--- src/design/mcr_pkg.sv ---
package mcr_pkg;

  localparam int unsigned CoordW  = 12;
  localparam int unsigned RadiusW = 11;
  localparam int unsigned ColorW  = 8;
  localparam int unsigned OffXW   = 13;
  localparam int unsigned OffYW   = 12;
  localparam int unsigned ErrW    = 15;
  localparam int unsigned PixW    = 14;

  localparam logic ActStart = 1'b0;
  localparam logic ActStep  = 1'b1;

  typedef struct packed {
    logic [CoordW-1:0]       cx;
    logic [CoordW-1:0]       cy;
    logic signed [OffXW-1:0] ox;
    logic [OffYW-1:0]        oy;
    logic [ColorW-1:0]       color;
    logic                    done;
  } step_t;

endpackage

--- src/design/mcr_front.sv ---
module mcr_front (
  input  logic                      clk_i,
  input  logic                      rst_ni,
  input  logic                      req_i,
  input  logic                      action_i,
  input  logic [mcr_pkg::CoordW-1:0]  center_x_i,
  input  logic [mcr_pkg::CoordW-1:0]  center_y_i,
  input  logic [mcr_pkg::RadiusW-1:0] radius_i,
  input  logic [mcr_pkg::ColorW-1:0]  color_i,
  output logic                      step_push_o,
  output mcr_pkg::step_t            step_o
);
  import mcr_pkg::*;

  logic signed [OffXW-1:0] x_q, x_d;
  logic [OffYW-1:0]        y_q, y_d;
  logic signed [ErrW-1:0]  e_q, e_d;
  logic [CoordW-1:0]       cx_q, cx_d, cy_q, cy_d;
  logic [ColorW-1:0]       color_q, color_d;
  logic                    active_q, active_d;

  logic [OffYW-1:0]        y_inc;
  logic signed [ErrW-1:0]  e_a, e_b, e_y;
  logic signed [OffXW-1:0] x_dec, x_n;
  logic [OffYW-1:0]        y_n;
  logic                    le0, gt0, done;
  logic                    is_step;

  always_comb begin
    y_inc = y_q + 1'b1;
    le0   = e_q[ErrW-1] || (e_q == '0);
    e_y   = e_q + $signed({2'b00, y_inc, 1'b1});
    y_n   = le0 ? y_inc : y_q;
    e_a   = le0 ? e_y : e_q;
    gt0   = !e_a[ErrW-1] && (e_a != '0);
    x_dec = x_q - 1'b1;
    e_b   = e_a - $signed({x_dec[OffXW-1], x_dec, 1'b1});
    x_n   = gt0 ? x_dec : x_q;
    done  = x_n < $signed({1'b0, y_n});
  end

  assign is_step     = req_i && (action_i == ActStep) && active_q;
  assign step_push_o = is_step;

  always_comb begin
    step_o.cx    = cx_q;
    step_o.cy    = cy_q;
    step_o.ox    = x_q;
    step_o.oy    = y_q;
    step_o.color = color_q;
    step_o.done  = done;
  end

  always_comb begin
    x_d      = x_q;
    y_d      = y_q;
    e_d      = e_q;
    cx_d     = cx_q;
    cy_d     = cy_q;
    color_d  = color_q;
    active_d = active_q;
    if (req_i && (action_i == ActStart)) begin
      x_d      = $signed({2'b00, radius_i});
      y_d      = '0;
      e_d      = '0;
      cx_d     = center_x_i;
      cy_d     = center_y_i;
      color_d  = color_i;
      active_d = 1'b1;
    end else if (is_step) begin
      x_d = x_n;
      y_d = y_n;
      e_d = gt0 ? e_b : e_a;
      if (done) begin
        active_d = 1'b0;
      end
    end
  end

  always_ff @(posedge clk_i or negedge rst_ni) begin
    if (!rst_ni) begin
      x_q      <= '0;
      y_q      <= '0;
      e_q      <= '0;
      cx_q     <= '0;
      cy_q     <= '0;
      color_q  <= '0;
      active_q <= 1'b0;
    end else begin
      x_q      <= x_d;
      y_q      <= y_d;
      e_q      <= e_d;
      cx_q     <= cx_d;
      cy_q     <= cy_d;
      color_q  <= color_d;
      active_q <= active_d;
    end
  end

`ifndef SYNTHESIS
  a_done_idles: assert property (@(posedge clk_i) disable iff (!rst_ni)
    is_step && done |=> !active_q)
    else $error("walk still active after final step");
  a_y_not_past_x: assert property (@(posedge clk_i) disable iff (!rst_ni)
    active_q |-> (x_q >= $signed({1'b0, y_q})))
    else $error("active walk with x below y");
`endif

endmodule

--- src/design/mcr_fifo.sv ---
module mcr_fifo #(
  parameter int unsigned Depth = 2
) (
  input  logic           clk_i,
  input  logic           rst_ni,
  input  logic           push_i,
  input  mcr_pkg::step_t data_i,
  output logic           full_o,
  input  logic           pop_i,
  output logic           valid_o,
  output mcr_pkg::step_t data_o
);
  import mcr_pkg::*;

  localparam int unsigned PtrW = $clog2(Depth);
  localparam int unsigned CntW = $clog2(Depth + 1);

  step_t             mem_q [Depth];
  logic [PtrW-1:0]   wr_q, wr_d, rd_q, rd_d;
  logic [CntW-1:0]   cnt_q, cnt_d;
  logic              do_push, do_pop;

  assign full_o  = (cnt_q == CntW'(Depth));
  assign valid_o = (cnt_q != '0);
  assign data_o  = mem_q[rd_q];
  assign do_push = push_i && !full_o;
  assign do_pop  = pop_i && valid_o;

  always_comb begin
    wr_d  = wr_q;
    rd_d  = rd_q;
    cnt_d = cnt_q;
    if (do_push) begin
      wr_d = (wr_q == PtrW'(Depth - 1)) ? '0 : wr_q + 1'b1;
    end
    if (do_pop) begin
      rd_d = (rd_q == PtrW'(Depth - 1)) ? '0 : rd_q + 1'b1;
    end
    if (do_push && !do_pop) begin
      cnt_d = cnt_q + 1'b1;
    end else if (do_pop && !do_push) begin
      cnt_d = cnt_q - 1'b1;
    end
  end

  always_ff @(posedge clk_i) begin
    if (do_push) begin
      mem_q[wr_q] <= data_i;
    end
  end

  always_ff @(posedge clk_i or negedge rst_ni) begin
    if (!rst_ni) begin
      wr_q  <= '0;
      rd_q  <= '0;
      cnt_q <= '0;
    end else begin
      wr_q  <= wr_d;
      rd_q  <= rd_d;
      cnt_q <= cnt_d;
    end
  end

`ifndef SYNTHESIS
  a_cnt_bound: assert property (@(posedge clk_i) disable iff (!rst_ni)
    cnt_q <= CntW'(Depth))
    else $error("queue count overflow");
`endif

endmodule

--- src/design/mcr_back.sv ---
module mcr_back (
  input  logic                        clk_i,
  input  logic                        rst_ni,
  input  logic                        step_valid_i,
  input  mcr_pkg::step_t              step_i,
  output logic                        step_pop_o,
  output logic                        empty_o,
  input  logic                        pop_i,
  output logic signed [mcr_pkg::PixW-1:0] pixel_x_o,
  output logic signed [mcr_pkg::PixW-1:0] pixel_y_o,
  output logic [mcr_pkg::ColorW-1:0]  pixel_color_o,
  output logic                        last_of_step_o,
  output logic                        circle_done_o
);
  import mcr_pkg::*;

  step_t           rec_q, rec_d;
  logic            busy_q, busy_d;
  logic [2:0]      k_q, k_d;
  logic            ov_q, ov_d;
  logic [PixW-1:0] px_q, px_d, py_q, py_d;
  logic [ColorW-1:0] col_q, col_d;
  logic            last_q, last_d, done_q, done_d;

  logic            adv, take;
  logic [PixW-1:0] xs, ys, cxs, cys;

  assign adv        = busy_q && (!ov_q || pop_i);
  assign take       = step_valid_i && (!busy_q || (adv && (k_q == 3'd7)));
  assign step_pop_o = take;

  assign xs  = {rec_q.ox[OffXW-1], rec_q.ox};
  assign ys  = {2'b00, rec_q.oy};
  assign cxs = {2'b00, rec_q.cx};
  assign cys = {2'b00, rec_q.cy};

  always_comb begin
    case (k_q)
      3'd0: begin px_d = cxs + xs; py_d = cys + ys; end
      3'd1: begin px_d = cxs + ys; py_d = cys + xs; end
      3'd2: begin px_d = cxs - ys; py_d = cys + xs; end
      3'd3: begin px_d = cxs - xs; py_d = cys + ys; end
      3'd4: begin px_d = cxs - xs; py_d = cys - ys; end
      3'd5: begin px_d = cxs - ys; py_d = cys - xs; end
      3'd6: begin px_d = cxs + ys; py_d = cys - xs; end
      3'd7: begin px_d = cxs + xs; py_d = cys - ys; end
      default: begin px_d = cxs; py_d = cys; end
    endcase
    col_d  = rec_q.color;
    last_d = (k_q == 3'd7);
    done_d = (k_q == 3'd7) && rec_q.done;
  end

  always_comb begin
    rec_d  = take ? step_i : rec_q;
    k_d    = adv ? k_q + 1'b1 : k_q;
    busy_d = busy_q;
    if (adv && (k_q == 3'd7)) begin
      busy_d = 1'b0;
    end
    if (take) begin
      busy_d = 1'b1;
      k_d    = '0;
    end
    ov_d = ov_q;
    if (adv) begin
      ov_d = 1'b1;
    end else if (pop_i) begin
      ov_d = 1'b0;
    end
  end

  always_ff @(posedge clk_i) begin
    if (take) begin
      rec_q <= rec_d;
    end
    if (adv) begin
      px_q   <= px_d;
      py_q   <= py_d;
      col_q  <= col_d;
      last_q <= last_d;
      done_q <= done_d;
    end
  end

  always_ff @(posedge clk_i or negedge rst_ni) begin
    if (!rst_ni) begin
      busy_q <= 1'b0;
      k_q    <= '0;
      ov_q   <= 1'b0;
    end else begin
      busy_q <= busy_d;
      k_q    <= k_d;
      ov_q   <= ov_d;
    end
  end

  assign empty_o        = !ov_q;
  assign pixel_x_o      = $signed(px_q);
  assign pixel_y_o      = $signed(py_q);
  assign pixel_color_o  = col_q;
  assign last_of_step_o = last_q;
  assign circle_done_o  = done_q;

`ifndef SYNTHESIS
  a_rec_held: assert property (@(posedge clk_i) disable iff (!rst_ni)
    busy_q && (k_q != 3'd0) |-> $stable(rec_q))
    else $error("step record changed mid-step");
  a_idle_count: assert property (@(posedge clk_i) disable iff (!rst_ni)
    !busy_q |-> (k_q == 3'd0))
    else $error("pixel count nonzero while idle");
`endif

endmodule

--- src/design/midpoint_circle_rasterizer_top.sv ---
// a step request yields eight pixels via the queue and step record, one per cycle while pop drains them
// the next queued step is taken as the current step's last pixel enters the single pixel output register
// start requests load the walk state and emit nothing; a short step queue decouples the two sides
// rst_ni clears the walk to idle and empties the step queue and the output register
module midpoint_circle_rasterizer_top #(
  parameter int unsigned QueueDepth = 2
) (
  input  logic                        clk_i,
  input  logic                        rst_ni,
  input  logic                        push,
  output logic                        full,
  input  logic                        action_i,
  input  logic [mcr_pkg::CoordW-1:0]  center_x_i,
  input  logic [mcr_pkg::CoordW-1:0]  center_y_i,
  input  logic [mcr_pkg::RadiusW-1:0] radius_i,
  input  logic [mcr_pkg::ColorW-1:0]  color_i,
  output logic                        empty,
  input  logic                        pop,
  output logic signed [mcr_pkg::PixW-1:0] pixel_x_o,
  output logic signed [mcr_pkg::PixW-1:0] pixel_y_o,
  output logic [mcr_pkg::ColorW-1:0]  pixel_color_o,
  output logic                        last_of_step_o,
  output logic                        circle_done_o
);
  import mcr_pkg::*;

  logic  req;
  logic  step_push, q_full, q_valid, q_pop;
  step_t step_in, step_out;

  assign full = q_full;
  assign req  = push && !q_full;

  mcr_front u_front (
    .clk_i       (clk_i),
    .rst_ni      (rst_ni),
    .req_i       (req),
    .action_i    (action_i),
    .center_x_i  (center_x_i),
    .center_y_i  (center_y_i),
    .radius_i    (radius_i),
    .color_i     (color_i),
    .step_push_o (step_push),
    .step_o      (step_in)
  );

  mcr_fifo #(
    .Depth (QueueDepth)
  ) u_fifo (
    .clk_i   (clk_i),
    .rst_ni  (rst_ni),
    .push_i  (step_push),
    .data_i  (step_in),
    .full_o  (q_full),
    .pop_i   (q_pop),
    .valid_o (q_valid),
    .data_o  (step_out)
  );

  mcr_back u_back (
    .clk_i          (clk_i),
    .rst_ni         (rst_ni),
    .step_valid_i   (q_valid),
    .step_i         (step_out),
    .step_pop_o     (q_pop),
    .empty_o        (empty),
    .pop_i          (pop),
    .pixel_x_o      (pixel_x_o),
    .pixel_y_o      (pixel_y_o),
    .pixel_color_o  (pixel_color_o),
    .last_of_step_o (last_of_step_o),
    .circle_done_o  (circle_done_o)
  );

`ifndef SYNTHESIS
  a_done_on_last: assert property (@(posedge clk_i) disable iff (!rst_ni)
    !empty && circle_done_o |-> last_of_step_o)
    else $error("circle done flagged off the last pixel of a step");
`endif

endmodule
--- config.mk ---
export PLATFORM = sky130hd
export DESIGN_NAME = midpoint_circle_rasterizer_top
export DESIGN_NICKNAME = d
export VERILOG_FILES = /design/src/design/mcr_pkg.sv /design/src/design/mcr_front.sv /design/src/design/mcr_fifo.sv /design/src/design/mcr_back.sv /design/src/design/midpoint_circle_rasterizer_top.sv
export SDC_FILE = /design/constraint.sdc
export NUM_CORES = 1
export LEC_CHECK = 0
export BUFFER_PORTS_ARGS = -buffer_cell sky130_fd_sc_hd__buf_4
export CAP_MARGIN = 20
export CORE_ASPECT_RATIO = 1.25
export CORE_MARGIN = 3
export CORE_UTILIZATION = 60
export CTS_CLUSTER_DIAMETER = 120
export DETAILED_ROUTE_END_ITERATION = 12
export PLACE_DENSITY_LB_ADDON = 0.08
export SYNTH_ARGS = -nofsm -noshare
export SYNTH_HDL_FRONTEND = slang
export SYNTH_SLANG_ARGS = --single-unit
--- constraint.sdc ---
create_clock -name clk_i -period 6.67 [get_ports clk_i]
set_clock_uncertainty 0.1 [all_clocks]
set_input_delay 1.334 -clock clk_i [delete_from_list [all_inputs] [get_ports clk_i]]
set_output_delay 1.334 -clock clk_i [all_outputs]
set_load 0.01 [all_outputs]
==> results.json, run 1 <==
{
  "outcome": "complete, no violations",
  "final_cell_mix": "edfxtp_1, nand2_1, ha_1, buf_4, nor2_1",
  "maxCapViolations": 0,
  "via_per_inst": 6.11,
  "track_usage_pct": 27.6,
  "reg2reg_to": "u_front.active_q$_DFFE_PN0P_",
  "cts_tree": "yes",
  "synth-seq-cells": 294,
  "port_buffers": 87,
  "path_class": "flip-flop to flip-flop",
  "worst_slack_ps": 559,
  "post-route-cell-area_sq_um": 18900,
  "rsz0062_at_grt": "false",
  "cp_max_fo": 14,
  "cp-end-kind": "flip-flop",
  "clkSlewWorstSetupHoldPaths_ps": 60,
  "die_w_um": 156,
  "cts.sinks": 294,
  "clk_latency_ps": 550,
  "wl_mm": 42.0,
  "setup_viol": 0,
  "worst_hold_path.num_cells": 0,
  "grt_pass1_vias": 12100,
  "synth_cell_types": 89,
  "ff2ff_path_depth": 26,
  "place_hpwl_mm": 31.0,
  "drc": 0,
  "slowest_delay_ps": 460,
  "netlist_instances": 1532,
  "synth_top_area_share_pct": 37.6,
  "fin_util_pct": 68.2,
  "cts_buffers": 28,
  "pre_cts_slack_ps": 628,
  "antenna_left": 0,
  "crit_path_start_kind": "flip-flop",
  "dpl_cell_area_sq_um": 17900,
  "async_flop_share_pct": 27.9,
  "fillers": 2101,
  "postSynthAreaPerCell_sq_um": 11.0,
  "crit_slowest_cell": "dfrtp_1",
  "die_area_sq_um": 30300,
  "final_common_cell": "edfxtp_1",
  "synth_edf_count": 212,
  "syn-num-nets": 1706,
  "slew_headroom_pct": 25.1,
  "fin_crit_sh_pct": 91.6,
  "max_freq_mhz": 164,
  "die_h_um": 194,
  "start_util_pct": 61.0,
  "power_density_nw_per_um2": 500,
  "yosysTopAreaCell": "edfxtp_1",
  "tightest_slew_ps": 1090,
  "grt_pass1_wl_mm": 65.9,
  "ir_drop_mv": 0.435,
  "post_drt_wl_per_cell_um": 21.2,
  "leakage_nw": 7.92,
  "worstPathArrival_ps": 6430,
  "r2r-start": "u_front.y_q[2]$_DFFE_PN0P_",
  "gp_congestion": 0.978,
  "ys_top_cells_by_area": "edfxtp_1, dfrtp_1, ha_1",
  "cts.repair.resized": 0,
  "reg2reg_slack_ps": 560,
  "cp_data_required_time_ps": 6990,
  "cts_htree_levels": 1,
  "grt_max_degree": 56,
  "hp-start": "u_back.col_d[5]$_DFFE_PP_",
  "cts_root_buffer": "clkbuf_16",
  "clock_path_buffers": 3,
  "whs_ps": 324,
  "hp-class": "flip-flop to flip-flop",
  "drive_above_1_share_pct": 15.6,
  "layout.nets": 1784,
  "area_delta_synth_final_pct": 11.8,
  "overflow": 0,
  "first_pass_iters": 6,
  "maxSlewViolCount": 0,
  "cts_setup_buffers": 0,
  "ys.flop_type": "edfxtp_1",
  "fp-row-count": 68,
  "cts_hold_buf": 0,
  "diodes": 0,
  "via_count": 12100,
  "finalHoldViolCount": 0,
  "finalWorstPathRequiredPeriod_ps": 6110,
  "netlist_area_sq_um": 16900,
  "seq_area_frac_synth_pct": 49.8,
  "yosysWarnings": 0,
  "antenna_found_initial": 0,
  "drt_iter0_markers": 791,
  "core_region_area_sq_um": 27700,
  "fin_setup_tns_ps": 0,
  "min_to": "u_back.pixel_color_o[5]$_DFFE_PP_",
  "top_level_ports": 88
}
state kept, by name, summed over array words and instances (netlist names), 2 cells and up:
name	flops
u_fifo.mem_q	116
u_back.rec_q	26
u_front.e_q	15
u_back.pixel_x_o	14
u_back.pixel_y_o	14
u_front.x_q	13
u_back.cxs	12
u_back.cys	12
u_front.cx_q	12
u_front.cy_q	12
u_front.y_q	12
u_back.col_d	8
u_back.pixel_color_o	8
u_front.color_q	8
u_back.k_q	3
u_fifo.cnt_q	2
worst max path at each step:
stage / from / end / cells after the start
CTS: u_front.y_q[2]$_DFFE_PN0P_ / u_front.active_q$_DFFE_PN0P_ / 25
global route: u_front.y_q[2]$_DFFE_PN0P_ / u_front.active_q$_DFFE_PN0P_ / 25
global placement: u_front.y_q[2]$_DFFE_PN0P_ / u_front.active_q$_DFFE_PN0P_ / 25
floorplan: u_front.y_q[0]$_DFFE_PN0P_ / u_front.active_q$_DFFE_PN0P_ / 27
detailed placement: u_front.y_q[2]$_DFFE_PN0P_ / u_front.active_q$_DFFE_PN0P_ / 25
finish: u_front.y_q[2]$_DFFE_PN0P_ / u_front.active_q$_DFFE_PN0P_ / 26
where the power goes:
group	total (mW)	internal (mW)	switching, mW
sequential	3.02	2.62	0.392
combinational	4.80	2.03	2.76
clock	1.64	0.946	0.696
layer usage:
layer	global-route usage, %	part of all wire (%)	vias to the layer above
li1	-	-	5800
met3	2.79	3.9	93
met5	0	0	-
met2	48.7	52	335
met1	34.2	40	5885
met4	12.2	4.7	0
cells in the mapped netlist (20+ instances only):
cell type / number
dfrtp_1: 82
inv_1: 72
xor2_1: 43
xnor2_1: 61
a21o_1: 40
o21ai_0: 55
clkbuf_1: 41
nand2_1: 190
a21oi_1: 68
nor2_1: 100
ha_1: 118
nand3_1: 20
nor3_1: 25
mux2_2: 60
o22ai_1: 25
edfxtp_1: 212
cells by family after synthesis:
| group | after synthesis | synth area share [%] |
|---|---|---|
| simple gates | 438 | 12.1 |
| compound gates | 361 | 14.8 |
| flops | 294 | 49.8 |
| buf+inv | 128 | 3.02 |
| fa+ha+maj | 126 | 9.67 |
| xor+xnor | 105 | 5.48 |
| mux | 80 | 5.21 |
area by class of cell:
class | instances | area, sq um | share of cell area, %
sequential | 294 | 8420 | 44.5
multi-input combinational | 1110 | 8030 | 42.5
timing repair buffer | 104 | 793 | 4.20
clock buffer | 33 | 729 | 3.86
tap | 350 | 438 | 2.32
inverter | 72 | 270 | 1.43
clock inverter | 19 | 230 | 1.22
metrics by stage:
step	total power, mW	cells
floorplan	6.48	1532
global placement	7.70	1929
detailed placement	7.79	1930
CTS	9.46	1982
global route	10.1	1982
finish	9.46	1982
critical path, delay by kind of cell, from the launching register on:
family | cells | cell delay (ps)
AOI/OAI and AO/OA | 12 | 2280
and+or+nand+nor | 10 | 2160
adders and majority gates | 2 | 540
DFF | 1 | 460
buffers and inverters | 1 | 260
xor gates and xnor gates | 1 | 160
Note: power is estimated with default switching activity, not from simulation.
==> run 2: changes to the inputs <==
Settings changed: ABC_AREA from default to 1.
==> run 2 against run 1 <==
Against the previous run:
- first-iteration DRC count rose by 0.13%
- die area rose by 0.34%
- synthesized cell count rose by 26%
- register-to-register slack improved by 740 ps
- worst hold slack got worse by 8.4 ps
- sequential share of layout area fell by 0.11 points
- area after synthesis rose by 0.35%
- via count rose by 8.5%
- power rose by 10%
- sequential power rose by 7.0%
- design area rose by 0.24%
- global-route usage fell by 0.67 points
==> results.json, run 2 <==
{
  "outcome": "complete, no violations",
  "fp-row-count": 68,
  "synth-seq-cells": 294,
  "power_density_nw_per_um2": 550,
  "synth_top_area_share_pct": 37.5,
  "synthMuxAreaShare_pct": 0.0589,
  "overflow": 0,
  "ir_drop_mv": 0.493,
  "cts_htree_levels": 1,
  "reg2reg_to": "u_front.active_q$_DFFE_PN0P_",
  "synth_compound_area_share_pct": 10.9,
  "syn-num-nets": 2097,
  "cts_root_buffer": "clkbuf_16",
  "tightest_slew_ps": 1000,
  "ys_top_cells_by_area": "edfxtp_1, nand2_1, dfrtp_1",
  "ff2ff_path_depth": 34,
  "area_delta_synth_final_pct": 11.6,
  "layout.nets": 2182,
  "clk_latency_ps": 550,
  "yosysWarnings": 0,
  "finalWorstPathRequiredPeriod_ps": 5370,
  "p_clk_share_pct": 15.7,
  "p_int_mw": 5.73,
  "die_w_um": 156,
  "final_cell_mix": "nand2_1, edfxtp_1, inv_1, ha_1, a21oi_1",
  "clkSlewWorstSetupHoldPaths_ps": 60,
  "critPathBufInv": 4,
  "top_level_ports": 88,
  "worstPathArrival_ps": 5700,
  "largest_register_ffs": 116,
  "p_sw_mw": 4.69,
  "drt_iter0_markers": 792,
  "die_area_sq_um": 30400,
  "place_hpwl_mm": 30.7,
  "setup_viol": 0,
  "postSynthAreaPerCell_sq_um": 8.83,
  "synth_edf_count": 212,
  "cts_setup_buffers": 0,
  "slowest_delay_ps": 660,
  "endpoint": "u_front.active_q$_DFFE_PN0P_",
  "cp-end-kind": "flip-flop",
  "switching_share_pct": 45.0,
  "maxSlewViolCount": 0,
  "die_h_um": 194,
  "cts_tree": "yes",
  "reg_top3": "u_fifo.mem_q x116, u_back.rec_q x26, u_front.e_q x15",
  "synth_fa_ha_area_share_pct": 9.64,
  "cts.repair.resized": 0,
  "clock_path_buffers": 3,
  "r2r-start": "u_front.y_q[0]$_DFFE_PN0P_",
  "yosysTopAreaCell": "edfxtp_1",
  "yosys.area_share.xor_xnor_pct": 2.63,
  "grt_pass1_wl_mm": 65.4,
  "path_class": "flip-flop to flip-flop",
  "maxCapViolations": 0,
  "via_per_inst": 5.52,
  "track_usage_pct": 26.9,
  "gp_congestion": 0.982,
  "cp_data_required_time_ps": 7000,
  "max_freq_mhz": 186,
  "ys.flop_type": "edfxtp_1",
  "wl_mm": 40.7,
  "slew_headroom_pct": 33.1,
  "cp_top_family": "simple AND/OR/NAND/NOR gates",
  "cts_hold_buf": 0,
  "cts.sinks": 294,
  "cp.depth": 34,
  "fin_setup_tns_ps": 0,
  "finalHoldViolCount": 0,
  "netlist_area_sq_um": 17000,
  "drive_above_1_share_pct": 10.6,
  "fin_crit_sh_pct": 80.5,
  "drc": 0,
  "crit_slowest_cell": "nand2_2",
  "grt_max_degree": 70,
  "port_buffers": 87,
  "setup.worst_path.start": "u_front.y_q[0]$_DFFE_PN0P_",
  "seq_power_share_pct": 31.0,
  "diodes": 0,
  "rsz0062_at_grt": "false",
  "start_util_pct": 61.2,
  "cp_max_fo": 39,
  "synth-simple-area-share_pct": 21.0,
  "first_pass_iters": 5,
  "report.power.total_mw": 10.4,
  "synth_cell_types": 57,
  "post_drt_wl_per_cell_um": 17.1,
  "grt_pass1_vias": 12900,
  "core_region_area_sq_um": 27700,
  "leakage_nw": 8.83,
  "cts_buffers": 29,
  "yosysMostFrequentCell": "nand2_1",
  "comb_power_share_pct": 53.3,
  "crit_path_start_kind": "flip-flop",
  "async_flop_share_pct": 27.9,
  "synth_top_family_by_area": "simple AND/OR/NAND/NOR gates",
  "reg2reg_slack_ps": 1300,
  "via_count": 13100,
  "final_common_cell": "nand2_1",
  "yosys-top-cells-count": "nand2_1, edfxtp_1, inv_1",
  "antenna_found_initial": 0,
  "crit_top_cell": "nand2_1",
  "netlist_instances": 1923,
  "regMostFlops": "u_fifo.mem_q",
  "seq_area_frac_synth_pct": 49.6,
  "antenna_left": 0,
  "hp-class": "flip-flop to flip-flop"
}
-- run 2: changes by cell type after synthesis, moves of 15 or more --
cell     delta
o21ai_0    +46
nand3_1    +52
a21oi_1    +38
inv_1     +130
o21ai_2    +15
mux2_2     -60
nand2_1   +450
a21o_1     -38
mux2i_1    -17
xnor2_1    -50
-- run 2: metal layers --
layer / up-vias / wire length, um / track usage, % / share of wire (%)
li1: 6583 / - / - / -
met1: 6069 / 16200 / 32.7 / 40
met2: 367 / 20300 / 47.5 / 50
met3: 127 / 1680 / 2.70 / 4.1
met4: 0 / 2480 / 13.3 / 6.1
met5: - / 0 / 0 / 0
-- run 2: worst min-delay path by stage --
stage                                        end  slack, ps                       from  cells past startpoint
2_1_floorplan  u_back.pixel_color_o[0]$_DFFE_PP_        300  u_back.col_d[0]$_DFFE_PP_                      0
3_3_place_gp   u_back.pixel_color_o[7]$_DFFE_PP_        300  u_back.col_d[7]$_DFFE_PP_                      0
3_5_place_dp   u_back.pixel_color_o[7]$_DFFE_PP_        310  u_back.col_d[7]$_DFFE_PP_                      0
4_1_cts        u_back.pixel_color_o[7]$_DFFE_PP_        320  u_back.col_d[7]$_DFFE_PP_                      0
5_1_grt        u_back.pixel_color_o[7]$_DFFE_PP_        320  u_back.col_d[7]$_DFFE_PP_                      0
6_report       u_back.pixel_color_o[7]$_DFFE_PP_        320  u_back.col_d[7]$_DFFE_PP_                      0
-- run 2: cells by family (layout without fill, tap and decap cells) --
kind of cell,after synthesis,count (layout)
simple gates,873,873
compound gates,315,315
flops,294,294
buf+inv,263,371
fa+ha+maj,126,126
xor+xnor,51,51
mux,1,1
-- run 2: final cells by class --
type | count | area, sq um
multi-input cells | 1366 | 7540
clock buffers | 34 | 764
inverters | 215 | 812
clock inverters | 20 | 210
well taps | 350 | 438
flip-flops and latches | 294 | 8420
repair buffers | 102 | 766
fillers | 2150 | 8780
-- run 2: power groups by stage --
| stage | logic, mW | clock network (mW) | registers (mW) |
|---|---|---|---|
| 2_1_floorplan | 4.02 | 0 | 3.18 |
| 3_3_place_gp | 5.40 | 0 | 3.23 |
| 3_5_place_dp | 5.51 | 0 | 3.26 |
| 4_1_cts | 5.54 | 1.66 | 3.22 |
| 5_1_grt | 6.30 | 1.73 | 3.29 |
| 6_report | 5.56 | 1.63 | 3.23 |
-- run 2: worst register-to-register path: cells and delay by family, from the launching register on --
family                   cells  cell delay [ps]
XOR/XNOR                     1              200
AND/OR/NAND/NOR             23             3060
flip-flops                   1              460
adder cells (fa/ha/maj)      2              650
AO/OA/AOI/OAI                4              510
buffers and inverters        4              310
-- run 2: per-stage QoR --
stage,setup WS (ps),utilization [%],hold slack [ps],cell area (sq um),std cells
floorplan,754,-,300,17000,1923
global placement,1470,64.8,302,18000,2327
detailed placement,1290,64.8,305,18000,2327
CTS,1280,68.3,317,19000,2381
global route,568,68.3,324,19000,2381
finish,1300,68.3,315,19000,2381
